$ cat src/hw/rtl/c3br_pkg.sv
// ============================================================================
// c3br_pkg
// Shared widths, register indexes and transaction types of the 3x3
// convolution unit.
// ============================================================================
`default_nettype none

package c3br_pkg;

  // Field widths
  localparam int PIX_W   = 8;
  localparam int COEF_W  = 16;
  localparam int KROW_W  = 3 * COEF_W;
  localparam int BIAS_W  = 8;
  localparam int CONV_W  = 16;
  localparam int RELU_W  = 15;
  localparam int POS_W   = 4;

  // Datapath widths: product, row sum of three, total of nine, final value
  localparam int PROD_W  = COEF_W + PIX_W;
  localparam int RSUM_W  = PROD_W + 2;
  localparam int SUM_W   = PROD_W + 4;
  localparam int VAL_W   = SUM_W + 2;

  // Default geometry and coefficient format
  localparam int DEF_IMAGE_WIDTH    = 16;
  localparam int DEF_IMAGE_HEIGHT   = 16;
  localparam int DEF_COEF_FRAC_BITS = 12;
  localparam int QUEUE_DEPTH        = 4;

  // Configuration port
  localparam int CFG_AW = 5;
  localparam int CFG_DW = 64;

  localparam logic [1:0] REG_KERNEL_TOP    = 2'd0;
  localparam logic [1:0] REG_KERNEL_MIDDLE = 2'd1;
  localparam logic [1:0] REG_KERNEL_BOTTOM = 2'd2;
  localparam logic [1:0] REG_BIAS          = 2'd3;

  localparam logic [BIAS_W-1:0] BIAS_RESET = 8'd1;

  // Input transaction
  typedef struct packed {
    logic signed [PIX_W-1:0] pixel;
    logic                    frame_start;
  } c3br_in_t;

  // Result transaction
  typedef struct packed {
    logic signed [CONV_W-1:0] conv_value;
    logic [RELU_W-1:0]        relu_value;
    logic [POS_W-1:0]         out_row;
    logic [POS_W-1:0]         out_col;
    logic                     frame_last;
  } c3br_out_t;

  // One full window queued for the arithmetic back end
  // pix index is row*3 + column, row 0 top, column 0 left (oldest)
  typedef struct packed {
    logic [8:0][PIX_W-1:0] pix;
    logic [POS_W-1:0]      row;
    logic [POS_W-1:0]      col;
    logic                  last;
  } c3br_job_t;

  // Kernel and bias settings
  typedef struct packed {
    logic [KROW_W-1:0]        k_top;
    logic [KROW_W-1:0]        k_mid;
    logic [KROW_W-1:0]        k_bot;
    logic signed [BIAS_W-1:0] bias;
  } c3br_cfg_t;

endpackage

`default_nettype wire

$ cat src/hw/rtl/c3br_front.sv
// ============================================================================
// c3br_front
// Accepts pixels, tracks raster position, keeps the two line stores and the
// 3x3 window, and queues every full window.
// ============================================================================
`default_nettype none

module c3br_front import c3br_pkg::*; #(
  parameter int IMAGE_WIDTH  = DEF_IMAGE_WIDTH,
  parameter int IMAGE_HEIGHT = DEF_IMAGE_HEIGHT
) (
  input  wire logic      clk,
  input  wire logic      rst_n,
  input  wire logic      in_valid,
  input  wire c3br_in_t  in_data,
  output logic           in_stall,
  input  wire logic      q_full,
  output logic           q_push,
  output c3br_job_t      q_job
);

  localparam int CW = $clog2(IMAGE_WIDTH);
  localparam int RW = $clog2(IMAGE_HEIGHT);

  // Position counters
  logic [CW-1:0] col_cnt_r, col_cnt_nxt, cur_col;
  logic [RW-1:0] row_cnt_r, row_cnt_nxt, cur_row;
  logic          in_acc;

  // Stage holding the pixel while its line-store read completes
  logic                    s1_valid_r;
  logic [PIX_W-1:0]        s1_px_r;
  logic [CW-1:0]           s1_col_r;
  logic                    s1_emit_r;
  logic [POS_W-1:0]        s1_row4_r, s1_col4_r;
  logic                    s1_last_r;
  logic                    s1_adv;

  // Line stores with registered read and write-to-read bypass
  logic [PIX_W-1:0] upper_mem [IMAGE_WIDTH];
  logic [PIX_W-1:0] lower_mem [IMAGE_WIDTH];
  logic [PIX_W-1:0] rd_upper_r, rd_lower_r;
  logic [PIX_W-1:0] byp_upper_r, byp_lower_r;
  logic             byp_r;
  logic [PIX_W-1:0] s1_upper, s1_lower;

  // Window, [row][column], column 2 newest
  logic [2:0][2:0][PIX_W-1:0] win_r, win_nxt;

  assign in_acc   = in_valid && !in_stall;
  assign s1_adv   = s1_valid_r && (!s1_emit_r || !q_full);
  assign in_stall = s1_valid_r && !s1_adv;

  // Position of the incoming pixel and of the next one
  always_comb begin
    cur_col     = in_data.frame_start ? '0 : col_cnt_r;
    cur_row     = in_data.frame_start ? '0 : row_cnt_r;
    col_cnt_nxt = col_cnt_r;
    row_cnt_nxt = row_cnt_r;
    if (in_acc) begin
      if (cur_col == CW'(IMAGE_WIDTH - 1)) begin
        col_cnt_nxt = '0;
        row_cnt_nxt = (cur_row == RW'(IMAGE_HEIGHT - 1)) ? '0 : cur_row + RW'(1);
      end else begin
        col_cnt_nxt = cur_col + CW'(1);
        row_cnt_nxt = cur_row;
      end
    end
  end

  // Control registers
  always_ff @(posedge clk) begin
    if (!rst_n) begin
      col_cnt_r  <= '0;
      row_cnt_r  <= '0;
      s1_valid_r <= 1'b0;
    end else begin
      col_cnt_r  <= col_cnt_nxt;
      row_cnt_r  <= row_cnt_nxt;
      if (in_acc) begin
        s1_valid_r <= 1'b1;
      end else if (s1_adv) begin
        s1_valid_r <= 1'b0;
      end
    end
  end

  // Payload of the holding stage, classified on entry
  always_ff @(posedge clk) begin
    if (in_acc) begin
      s1_px_r   <= in_data.pixel;
      s1_col_r  <= cur_col;
      s1_emit_r <= (cur_row >= RW'(2)) && (cur_col >= CW'(2));
      s1_row4_r <= POS_W'(cur_row) - POS_W'(2);
      s1_col4_r <= POS_W'(cur_col) - POS_W'(2);
      s1_last_r <= (cur_row == RW'(IMAGE_HEIGHT - 1)) && (cur_col == CW'(IMAGE_WIDTH - 1));
    end
  end

  // Effective line-store data: bypass covers a write to the same column
  // landing at the edge the read was issued
  assign s1_upper = byp_r ? byp_upper_r : rd_upper_r;
  assign s1_lower = byp_r ? byp_lower_r : rd_lower_r;

  // Line store write: the column shifts up one row
  always_ff @(posedge clk) begin
    if (s1_adv) begin
      upper_mem[s1_col_r] <= s1_lower;
      lower_mem[s1_col_r] <= s1_px_r;
    end
  end

  // Line store read
  always_ff @(posedge clk) begin
    if (in_acc) begin
      rd_upper_r  <= upper_mem[cur_col];
      rd_lower_r  <= lower_mem[cur_col];
      byp_r       <= s1_adv && (s1_col_r == cur_col);
      byp_upper_r <= s1_lower;
      byp_lower_r <= s1_px_r;
    end
  end

  // Window shift
  always_comb begin
    for (int r = 0; r < 3; r++) begin
      win_nxt[r][0] = win_r[r][1];
      win_nxt[r][1] = win_r[r][2];
    end
    win_nxt[0][2] = s1_upper;
    win_nxt[1][2] = s1_lower;
    win_nxt[2][2] = s1_px_r;
  end

  always_ff @(posedge clk) begin
    if (s1_adv) begin
      win_r <= win_nxt;
    end
  end

  // Queue a full window
  always_comb begin
    q_push = s1_adv && s1_emit_r;
    for (int r = 0; r < 3; r++) begin
      for (int c = 0; c < 3; c++) begin
        q_job.pix[r*3 + c] = win_nxt[r][c];
      end
    end
    q_job.row  = s1_row4_r;
    q_job.col  = s1_col4_r;
    q_job.last = s1_last_r;
  end

endmodule

`default_nettype wire

$ cat src/hw/rtl/c3br_queue.sv
// ============================================================================
// c3br_queue
// Short show-ahead queue of window jobs between front and back end.
// ============================================================================
`default_nettype none

module c3br_queue import c3br_pkg::*; #(
  parameter int DEPTH = QUEUE_DEPTH
) (
  input  wire logic       clk,
  input  wire logic       rst_n,
  input  wire logic       push,
  input  wire c3br_job_t  push_job,
  output logic            full,
  input  wire logic       pop,
  output c3br_job_t       pop_job,
  output logic            empty
);

  localparam int PW = (DEPTH > 1) ? $clog2(DEPTH) : 1;
  localparam int NW = $clog2(DEPTH + 1);

  c3br_job_t     store_r [DEPTH];
  logic [PW-1:0] wr_ptr_r, rd_ptr_r;
  logic [NW-1:0] count_r;

  assign full    = (count_r == NW'(DEPTH));
  assign empty   = (count_r == '0);
  assign pop_job = store_r[rd_ptr_r];

  // Pointers and fill level
  always_ff @(posedge clk) begin
    if (!rst_n) begin
      wr_ptr_r <= '0;
      rd_ptr_r <= '0;
      count_r  <= '0;
    end else begin
      if (push) begin
        wr_ptr_r <= (wr_ptr_r == PW'(DEPTH - 1)) ? '0 : wr_ptr_r + PW'(1);
      end
      if (pop) begin
        rd_ptr_r <= (rd_ptr_r == PW'(DEPTH - 1)) ? '0 : rd_ptr_r + PW'(1);
      end
      case ({push, pop})
        2'b10:   count_r <= count_r + NW'(1);
        2'b01:   count_r <= count_r - NW'(1);
        default: count_r <= count_r;
      endcase
    end
  end

  // Entry storage
  always_ff @(posedge clk) begin
    if (push) begin
      store_r[wr_ptr_r] <= push_job;
    end
  end

  // Checks on the front and back end use of the queue
  a_no_push_full: assert property (@(posedge clk) disable iff (!rst_n)
    push |-> !full || pop)
    else $error("window queue overrun");

  a_no_pop_empty: assert property (@(posedge clk) disable iff (!rst_n)
    pop |-> !empty)
    else $error("window queue underrun");

  a_count_step: assert property (@(posedge clk) disable iff (!rst_n)
    (push && !pop) |=> count_r == $past(count_r) + NW'(1))
    else $error("window queue count out of step");

endmodule

`default_nettype wire

$ cat src/hw/rtl/c3br_back.sv
// ============================================================================
// c3br_back
// Arithmetic back end: nine products, adder tree, rounding half away from
// zero, bias, saturation and ReLU, into the result register.
// ============================================================================
`default_nettype none

module c3br_back import c3br_pkg::*; #(
  parameter int COEF_FRAC_BITS = DEF_COEF_FRAC_BITS
) (
  input  wire logic       clk,
  input  wire logic       rst_n,
  input  wire c3br_cfg_t  cfg,
  input  wire logic       q_empty,
  input  wire c3br_job_t  q_job,
  output logic            q_pop,
  output logic            out_valid,
  input  wire logic       out_stall,
  output c3br_out_t       out_data
);

  typedef struct packed {
    logic [POS_W-1:0] row;
    logic [POS_W-1:0] col;
    logic             last;
  } meta_t;

  localparam logic [SUM_W:0] HALF = (SUM_W + 1)'(1) << (COEF_FRAC_BITS - 1);
  localparam logic signed [VAL_W-1:0] SAT_MAX = VAL_W'(32767);
  localparam logic signed [VAL_W-1:0] SAT_MIN = -VAL_W'(32768);

  logic en;

  logic v1_r, v2_r, v3_r, v4_r, out_valid_r;
  meta_t m1_r, m2_r, m3_r, m4_r;

  logic signed [PROD_W-1:0] prod_nxt [9];
  logic signed [PROD_W-1:0] prod_r   [9];
  logic signed [RSUM_W-1:0] rsum_r   [3];
  logic signed [SUM_W-1:0]  tot_r;
  logic                     neg_r;
  logic [SUM_W-1:0]         rnd_r;

  logic [SUM_W-1:0]         mag;
  logic [SUM_W:0]           mag_half;
  logic signed [VAL_W-1:0]  sval, val;
  logic signed [CONV_W-1:0] conv;
  c3br_out_t                out_r;

  // The pipeline moves whenever the result register is free or being taken
  assign en        = !out_valid_r || !out_stall;
  assign q_pop     = en && !q_empty;
  assign out_valid = out_valid_r;
  assign out_data  = out_r;

  // Products of coefficient and pixel
  always_comb begin
    logic [KROW_W-1:0]        krow;
    logic signed [COEF_W-1:0] c;
    logic signed [PIX_W-1:0]  p;
    for (int i = 0; i < 9; i++) begin
      krow = (i < 3) ? cfg.k_top : ((i < 6) ? cfg.k_mid : cfg.k_bot);
      c = krow[(i % 3) * COEF_W +: COEF_W];
      p = q_job.pix[i];
      prod_nxt[i] = c * p;
    end
  end

  // Rounding of the magnitude
  always_comb begin
    mag      = tot_r[SUM_W-1] ? SUM_W'(-tot_r) : SUM_W'(tot_r);
    mag_half = {1'b0, mag} + HALF;
  end

  // Sign, bias and saturation
  always_comb begin
    sval = $signed({2'b00, rnd_r});
    if (neg_r) begin
      sval = -sval;
    end
    val = sval + VAL_W'(cfg.bias);
    if (val > SAT_MAX) begin
      conv = 16'sh7FFF;
    end else if (val < SAT_MIN) begin
      conv = -16'sh8000;
    end else begin
      conv = CONV_W'(val);
    end
  end

  // Valid bits
  always_ff @(posedge clk) begin
    if (!rst_n) begin
      v1_r        <= 1'b0;
      v2_r        <= 1'b0;
      v3_r        <= 1'b0;
      v4_r        <= 1'b0;
      out_valid_r <= 1'b0;
    end else if (en) begin
      v1_r        <= !q_empty;
      v2_r        <= v1_r;
      v3_r        <= v2_r;
      v4_r        <= v3_r;
      out_valid_r <= v4_r;
    end
  end

  // Datapath stages
  always_ff @(posedge clk) begin
    if (en) begin
      for (int i = 0; i < 9; i++) begin
        prod_r[i] <= prod_nxt[i];
      end
      m1_r <= '{row: q_job.row, col: q_job.col, last: q_job.last};

      for (int r = 0; r < 3; r++) begin
        rsum_r[r] <= RSUM_W'(prod_r[r*3]) + RSUM_W'(prod_r[r*3 + 1])
                   + RSUM_W'(prod_r[r*3 + 2]);
      end
      m2_r <= m1_r;

      tot_r <= SUM_W'(rsum_r[0]) + SUM_W'(rsum_r[1]) + SUM_W'(rsum_r[2]);
      m3_r  <= m2_r;

      neg_r <= tot_r[SUM_W-1];
      rnd_r <= SUM_W'(mag_half >> COEF_FRAC_BITS);
      m4_r  <= m3_r;

      out_r.conv_value <= conv;
      out_r.relu_value <= (conv > 0) ? conv[RELU_W-1:0] : '0;
      out_r.out_row    <= m4_r.row;
      out_r.out_col    <= m4_r.col;
      out_r.frame_last <= m4_r.last;
    end
  end

endmodule

`default_nettype wire

$ cat src/hw/rtl/conv3x3_bias_relu_unit.sv
// ============================================================================
// conv3x3_bias_relu_unit
// Streaming valid-mode 3x3 convolution with Q4.12 kernel, bias, saturation
// and ReLU.
// ============================================================================
// Usage:
//   Pixels enter on the in_ channel in raster order, one transaction per
//   pixel; frame_start marks the top-left pixel and restarts the position.
//   Each pixel whose 3x3 neighbourhood is complete gives one transaction on
//   the out_ channel with the value, its ReLU and the output row and column;
//   frame_last flags the last result of the map. Other pixels give none.
//   Throughput is one pixel per cycle while in_stall is low; the line stores
//   are simple dual-port memories read at pixel acceptance, ahead of their
//   write from the holding stage, and the nine products run in a five-stage
//   pipeline behind a four-entry window queue. A stall on out_ freezes the
//   arithmetic pipeline; the queue absorbs further windows and in_stall rises
//   only when it is full. Kernel rows (64-bit data, byte addresses 0, 8, 16)
//   and bias (24) are written over the APB-style port; the user must write
//   them only while the block is idle, which the block does not enforce.
//   Reset clears the position counters, the queue and the pipeline, sets the
//   kernel to zero and the bias to one. No clearing pass is needed.
// ============================================================================
`default_nettype none

module conv3x3_bias_relu_unit import c3br_pkg::*; #(
  parameter int IMAGE_WIDTH    = DEF_IMAGE_WIDTH,
  parameter int IMAGE_HEIGHT   = DEF_IMAGE_HEIGHT,
  parameter int COEF_FRAC_BITS = DEF_COEF_FRAC_BITS
) (
  input  wire logic              clk,
  input  wire logic              rst_n,
  // Pixel channel
  input  wire logic              in_valid,
  input  wire c3br_in_t          in_data,
  output logic                   in_stall,
  // Result channel
  output logic                   out_valid,
  output c3br_out_t              out_data,
  input  wire logic              out_stall,
  // Configuration port
  input  wire logic              cfg_psel,
  input  wire logic              cfg_penable,
  input  wire logic              cfg_pwrite,
  input  wire logic [CFG_AW-1:0] cfg_paddr,
  input  wire logic [CFG_DW-1:0] cfg_pwdata,
  output logic [CFG_DW-1:0]      cfg_prdata,
  output logic                   cfg_pready
);

  logic [KROW_W-1:0] k_top_r, k_mid_r, k_bot_r;
  logic [BIAS_W-1:0] bias_r;
  logic              cfg_wr;
  logic [1:0]        reg_idx;
  c3br_cfg_t         cfg;

  logic      q_push, q_full, q_pop, q_empty;
  c3br_job_t push_job, pop_job;

  assign cfg_pready = 1'b1;
  assign cfg_wr     = cfg_psel && cfg_penable && cfg_pwrite && cfg_pready;
  assign reg_idx    = cfg_paddr[CFG_AW-1:3];

  // Configuration registers
  always_ff @(posedge clk) begin
    if (!rst_n) begin
      k_top_r <= '0;
      k_mid_r <= '0;
      k_bot_r <= '0;
      bias_r  <= BIAS_RESET;
    end else if (cfg_wr) begin
      unique case (reg_idx)
        REG_KERNEL_TOP:    k_top_r <= cfg_pwdata[KROW_W-1:0];
        REG_KERNEL_MIDDLE: k_mid_r <= cfg_pwdata[KROW_W-1:0];
        REG_KERNEL_BOTTOM: k_bot_r <= cfg_pwdata[KROW_W-1:0];
        REG_BIAS:          bias_r  <= cfg_pwdata[BIAS_W-1:0];
        default:           bias_r  <= bias_r;
      endcase
    end
  end

  // Read back
  always_comb begin
    unique case (reg_idx)
      REG_KERNEL_TOP:    cfg_prdata = CFG_DW'(k_top_r);
      REG_KERNEL_MIDDLE: cfg_prdata = CFG_DW'(k_mid_r);
      REG_KERNEL_BOTTOM: cfg_prdata = CFG_DW'(k_bot_r);
      REG_BIAS:          cfg_prdata = CFG_DW'(bias_r);
      default:           cfg_prdata = '0;
    endcase
  end

  assign cfg.k_top = k_top_r;
  assign cfg.k_mid = k_mid_r;
  assign cfg.k_bot = k_bot_r;
  assign cfg.bias  = $signed(bias_r);

  c3br_front #(
    .IMAGE_WIDTH  (IMAGE_WIDTH),
    .IMAGE_HEIGHT (IMAGE_HEIGHT)
  ) u_front (
    .clk      (clk),
    .rst_n    (rst_n),
    .in_valid (in_valid),
    .in_data  (in_data),
    .in_stall (in_stall),
    .q_full   (q_full),
    .q_push   (q_push),
    .q_job    (push_job)
  );

  c3br_queue #(
    .DEPTH (QUEUE_DEPTH)
  ) u_queue (
    .clk      (clk),
    .rst_n    (rst_n),
    .push     (q_push),
    .push_job (push_job),
    .full     (q_full),
    .pop      (q_pop),
    .pop_job  (pop_job),
    .empty    (q_empty)
  );

  c3br_back #(
    .COEF_FRAC_BITS (COEF_FRAC_BITS)
  ) u_back (
    .clk       (clk),
    .rst_n     (rst_n),
    .cfg       (cfg),
    .q_empty   (q_empty),
    .q_job     (pop_job),
    .q_pop     (q_pop),
    .out_valid (out_valid),
    .out_stall (out_stall),
    .out_data  (out_data)
  );

endmodule

`default_nettype wire

$ cat config.mk
export PLATFORM = sky130hd
export DESIGN_NAME = conv3x3_bias_relu_unit
export DESIGN_NICKNAME = d
export VERILOG_FILES = /design/src/hw/rtl/c3br_pkg.sv /design/src/hw/rtl/c3br_front.sv /design/src/hw/rtl/c3br_queue.sv /design/src/hw/rtl/c3br_back.sv /design/src/hw/rtl/conv3x3_bias_relu_unit.sv
export SDC_FILE = /design/constraint.sdc
export NUM_CORES = 2
export LEC_CHECK = 0
export BUFFER_PORTS_ARGS = -buffer_cell sky130_fd_sc_hd__buf_2
export CORE_MARGIN = 2
export CORE_UTILIZATION = 65
export CTS_CLUSTER_SIZE = 25
export DETAILED_ROUTE_END_ITERATION = 7
export PLACE_DENSITY = 0.82
export SETUP_SLACK_MARGIN = 0.05
export SLEW_MARGIN = 10
export SYNTH_ARGS = -nofsm -noshare
export SYNTH_HDL_FRONTEND = slang
export SYNTH_SLANG_ARGS = --single-unit
$ cat constraint.sdc
create_clock -name clk -period 33 [get_ports clk]
set_clock_uncertainty 0.1 [all_clocks]
set_input_delay 0 -clock clk [delete_from_list [all_inputs] [get_ports clk]]
set_output_delay 0 -clock clk [all_outputs]
set_load 0.1 [all_outputs]
==> metrics.txt <==
library cells used by synthesis=86; setup repair after global routing missed its margin=false; count of final hold-check violations=0; highest-count cells in the layout ignoring fill and taps=sky130_fd_sc_hd__inv_1 (1243), sky130_fd_sc_hd__edfxtp_1 (1098), sky130_fd_sc_hd__fa_1 (1031), sky130_fd_sc_hd__nand2_1 (873), sky130_fd_sc_hd__and2_1 (713); element type at the critical path start=flip-flop; later-pin clock latency in the skew report=0.82 ns; Clk Tree Root Cell=sky130_fd_sc_hd__clkbuf_16; final count of negative-setup-slack endpoints=0; worst vdd ir=0.08004 mV; DRT Pass-1 Iters=6; ratio of final minimum period to clock period=0.2543; Clock transition at path regs=0.06 ns; fraction of final layout cells sized beyond drive strength 1=0.07149; post-synthesis sequential element count=1273; number of buffers added to fix hold violations after cts=121; clock tree from TritonCTS=yes; sequential cell area fraction in the yosys report=0.3828; most common cell after layout, fill and taps aside=sky130_fd_sc_hd__inv_1; result of the run=finished clean; layout-stage area growth over the synthesis result=8.351%; Reg2Reg Setup Slack=24.61 ns; Gates resized, CTS repair=0; Critical Path Fanout Max=43; standby leakage power=42.16 nW; starting density of the core=0.6547; actual transition at the worst max-transition pin=1.208 ns; # H-tree levels=4; most instantiated flip-flop cell in the synthesis netlist=sky130_fd_sc_hd__edfxtp_1; share of synthesized registers carrying an async set or reset=0; number of global-route vias before repair=66790; floorplan row count=140; required time at the worst-slack endpoint=33.46 ns; cells after synthesis=8475; Crit Path Category=reg -> reg; clock sinks=1273; Die Area=149700 µm²; weighted congestion reported at the end of routability-driven placement=0.9443; Post-CTS Repair Setup Buffers=0; Max clock buf depth=3; warnings from Yosys=0; power per standard cell area=76.16 nW/µm²; clock buffer count from CTS=135; final-stage net count=10230; die height=386.9 µm; number of synthesized flops with an enable pin=1098; Data arrival, critical path=8.85 ns; final std cell area, no fill=103300 µm²; layer carrying the most global-route usage=met2; reported max-cap violation count=0; standard cell area after detailed placement=97390 µm²; count of pins on the block boundary=192; maximum number of pins on one net before global-route repair=182; post-detailed-route via-to-cell ratio=6.029; remaining global-route overflow=0; Global Route met1 Usage=0.4225; worst hold path class=in -> reg; Via Count=63860; Syn Std Cell Area=95300 µm²; worst-case headroom to the max-slew limit=0.1863; final critical path time including I/O delays and setup=8.392 ns; average routed wire per standard cell=22.54 µm; setup total negative slack=0 ns; Overall Global Routing Usage=0.3254; Final Max Slew Viols=0; port buffer count=155; max frequency=119.2 MHz; antenna violations before repair=16; first-pass GRT wire length=373700 µm; core area=145600 µm²; half-perimeter wire length after detailed placement=172200 µm; critical path endpoint category=flip-flop; GR met2 Demand/Resource=0.5210; post-route DRC violation count=0; width of the die=386.9 µm; Layout Utilization=0.7093; synthesized area divided by synthesized cell count=11.24 µm²; Antenna Violating Nets Remaining=0; routed wire length=238700 µm; First DRT Iteration DRCs=6106; global-route track usage on met3=0.07060
## cell families after synthesis
logic type / synth area share
other: 0.00007881
muxes: 0.03730
xor gates and xnor gates: 0.03114
AOI/OAI and AO/OA: 0.06893
DFF: 0.3828
and+or+nand+nor: 0.1251
adders and majority gates: 0.2888
buffers and inverters: 0.06594
## worst max-delay path: stages (launching register included)
cell,delay (ns)
sky130_fd_sc_hd__dfxtp_4,0.95
sky130_fd_sc_hd__buf_4,0.85
sky130_fd_sc_hd__mux4_2,0.84
sky130_fd_sc_hd__and2_1,0.27
sky130_fd_sc_hd__fa_1,0.38
sky130_fd_sc_hd__inv_1,0.08
sky130_fd_sc_hd__fa_1,0.44
sky130_fd_sc_hd__fa_1,0.52
sky130_fd_sc_hd__fa_1,0.51
sky130_fd_sc_hd__inv_1,0.04
sky130_fd_sc_hd__ha_1,0.30
sky130_fd_sc_hd__a21oi_1,0.24
sky130_fd_sc_hd__o21ai_0,0.14
sky130_fd_sc_hd__a2111oi_0,0.60
sky130_fd_sc_hd__o31ai_1,0.25
sky130_fd_sc_hd__o41ai_1,0.44
sky130_fd_sc_hd__o21ai_1,0.19
sky130_fd_sc_hd__or4_1,0.47
sky130_fd_sc_hd__a31oi_1,0.20
sky130_fd_sc_hd__o21bai_1,0.09
sky130_fd_sc_hd__xnor2_1,0.14
## sequential cells by signal (all words and copies together) (netlist names), 48 cells and up, named ones only
signal and flops:
k_bot_r 48, u_front.upper_mem 128, u_front.q_job 48, u_back.rsum_r 78, k_top_r 48, u_back.prod_r 216, k_mid_r 48, u_front.lower_mem 128
u_queue.store_r 324
## per-stage QoR
step                worst slack, ns  std cells  power (W)  hold slack [ns]
floorplan                     21.06       8491   0.005146        -0.001131
global placement              24.83      10220   0.006047          0.07671
detailed placement            24.77      10220   0.006186          0.07809
CTS                           24.61      10590   0.007801         0.008505
global route                  24.00      10590   0.008326          0.04856
finish                        24.61      10590   0.007864          0.06457
## cells in the mapped netlist, types with 34 or more instances
cell | n | area share
sky130_fd_sc_hd__xnor2_1 | 273 | 0.025
sky130_fd_sc_hd__o21ai_0 | 220 | 0.012
sky130_fd_sc_hd__buf_1 | 93 | 0.0037
sky130_fd_sc_hd__inv_1 | 1245 | 0.049
sky130_fd_sc_hd__nand2_1 | 875 | 0.034
sky130_fd_sc_hd__and2_1 | 714 | 0.047
sky130_fd_sc_hd__a21o_1 | 61 | 0.0048
sky130_fd_sc_hd__clkbuf_1 | 242 | 0.0095
sky130_fd_sc_hd__nor2b_1 | 63 | 0.0041
sky130_fd_sc_hd__a21oi_1 | 314 | 0.016
sky130_fd_sc_hd__xor2_1 | 64 | 0.0059
sky130_fd_sc_hd__ha_1 | 549 | 0.072
sky130_fd_sc_hd__nand2b_1 | 166 | 0.011
sky130_fd_sc_hd__nor3_1 | 104 | 0.0055
sky130_fd_sc_hd__edfxtp_1 | 1098 | 0.35
sky130_fd_sc_hd__mux2_2 | 65 | 0.0077
sky130_fd_sc_hd__o31ai_1 | 34 | 0.0027
sky130_fd_sc_hd__a211oi_1 | 36 | 0.0028
sky130_fd_sc_hd__nor2_1 | 244 | 0.0096
sky130_fd_sc_hd__nand3_1 | 91 | 0.0048
sky130_fd_sc_hd__fa_1 | 1031 | 0.22
sky130_fd_sc_hd__mux4_2 | 88 | 0.021
sky130_fd_sc_hd__o21a_1 | 35 | 0.0028
sky130_fd_sc_hd__dfxtp_1 | 175 | 0.037
sky130_fd_sc_hd__o21bai_1 | 36 | 0.0028
sky130_fd_sc_hd__buf_4 | 35 | 0.0028
sky130_fd_sc_hd__and3_1 | 38 | 0.0025
sky130_fd_sc_hd__mux2i_1 | 84 | 0.0088
sky130_fd_sc_hd__a21boi_0 | 91 | 0.0072
## area by class of cell
cell class	instances	area [µm²]
clock inverters	80	1050
fillers	9560	42310
diodes	4	10.01
well taps	1917	2399
flip-flops and latches	1273	36490
multi-input cells	5587	52730
inverters	1247	4683
clock buffers	169	3596
repair buffers	316	2302
## metal layers
metal  share of wire  wire length [µm]
met2            0.47            111800
met3            0.10             24750
met1            0.37             89260
met4           0.054             12920
met5         0.00021                50
## where the power goes
part	switching (W)	internal, W	leakage (nW)	total (W)
registers	0.000272	0.00221	12.1	0.00249
clock network	0.000683	0.000880	2.21	0.00156
logic	0.00236	0.00145	27.9	0.00382
## path summary, 6_finish.rpt
check                                         startpoint                              to  cells after the start
worst max-delay path                           flip-flop  u_back.prod_r[0][95]$_DFFE_PP_                     20
worst min-delay path                      cfg_pwdata[31]        k_mid_r[31]$_SDFFE_PN0P_                      4
worst max register to register                 flip-flop  u_back.prod_r[0][95]$_DFFE_PP_                     20
worst min register to register  u_back.m4_r[8]$_DFFE_PP_    u_back.out_data[8]$_DFFE_PP_                      0
Note: power is estimated with default switching activity, not from simulation.
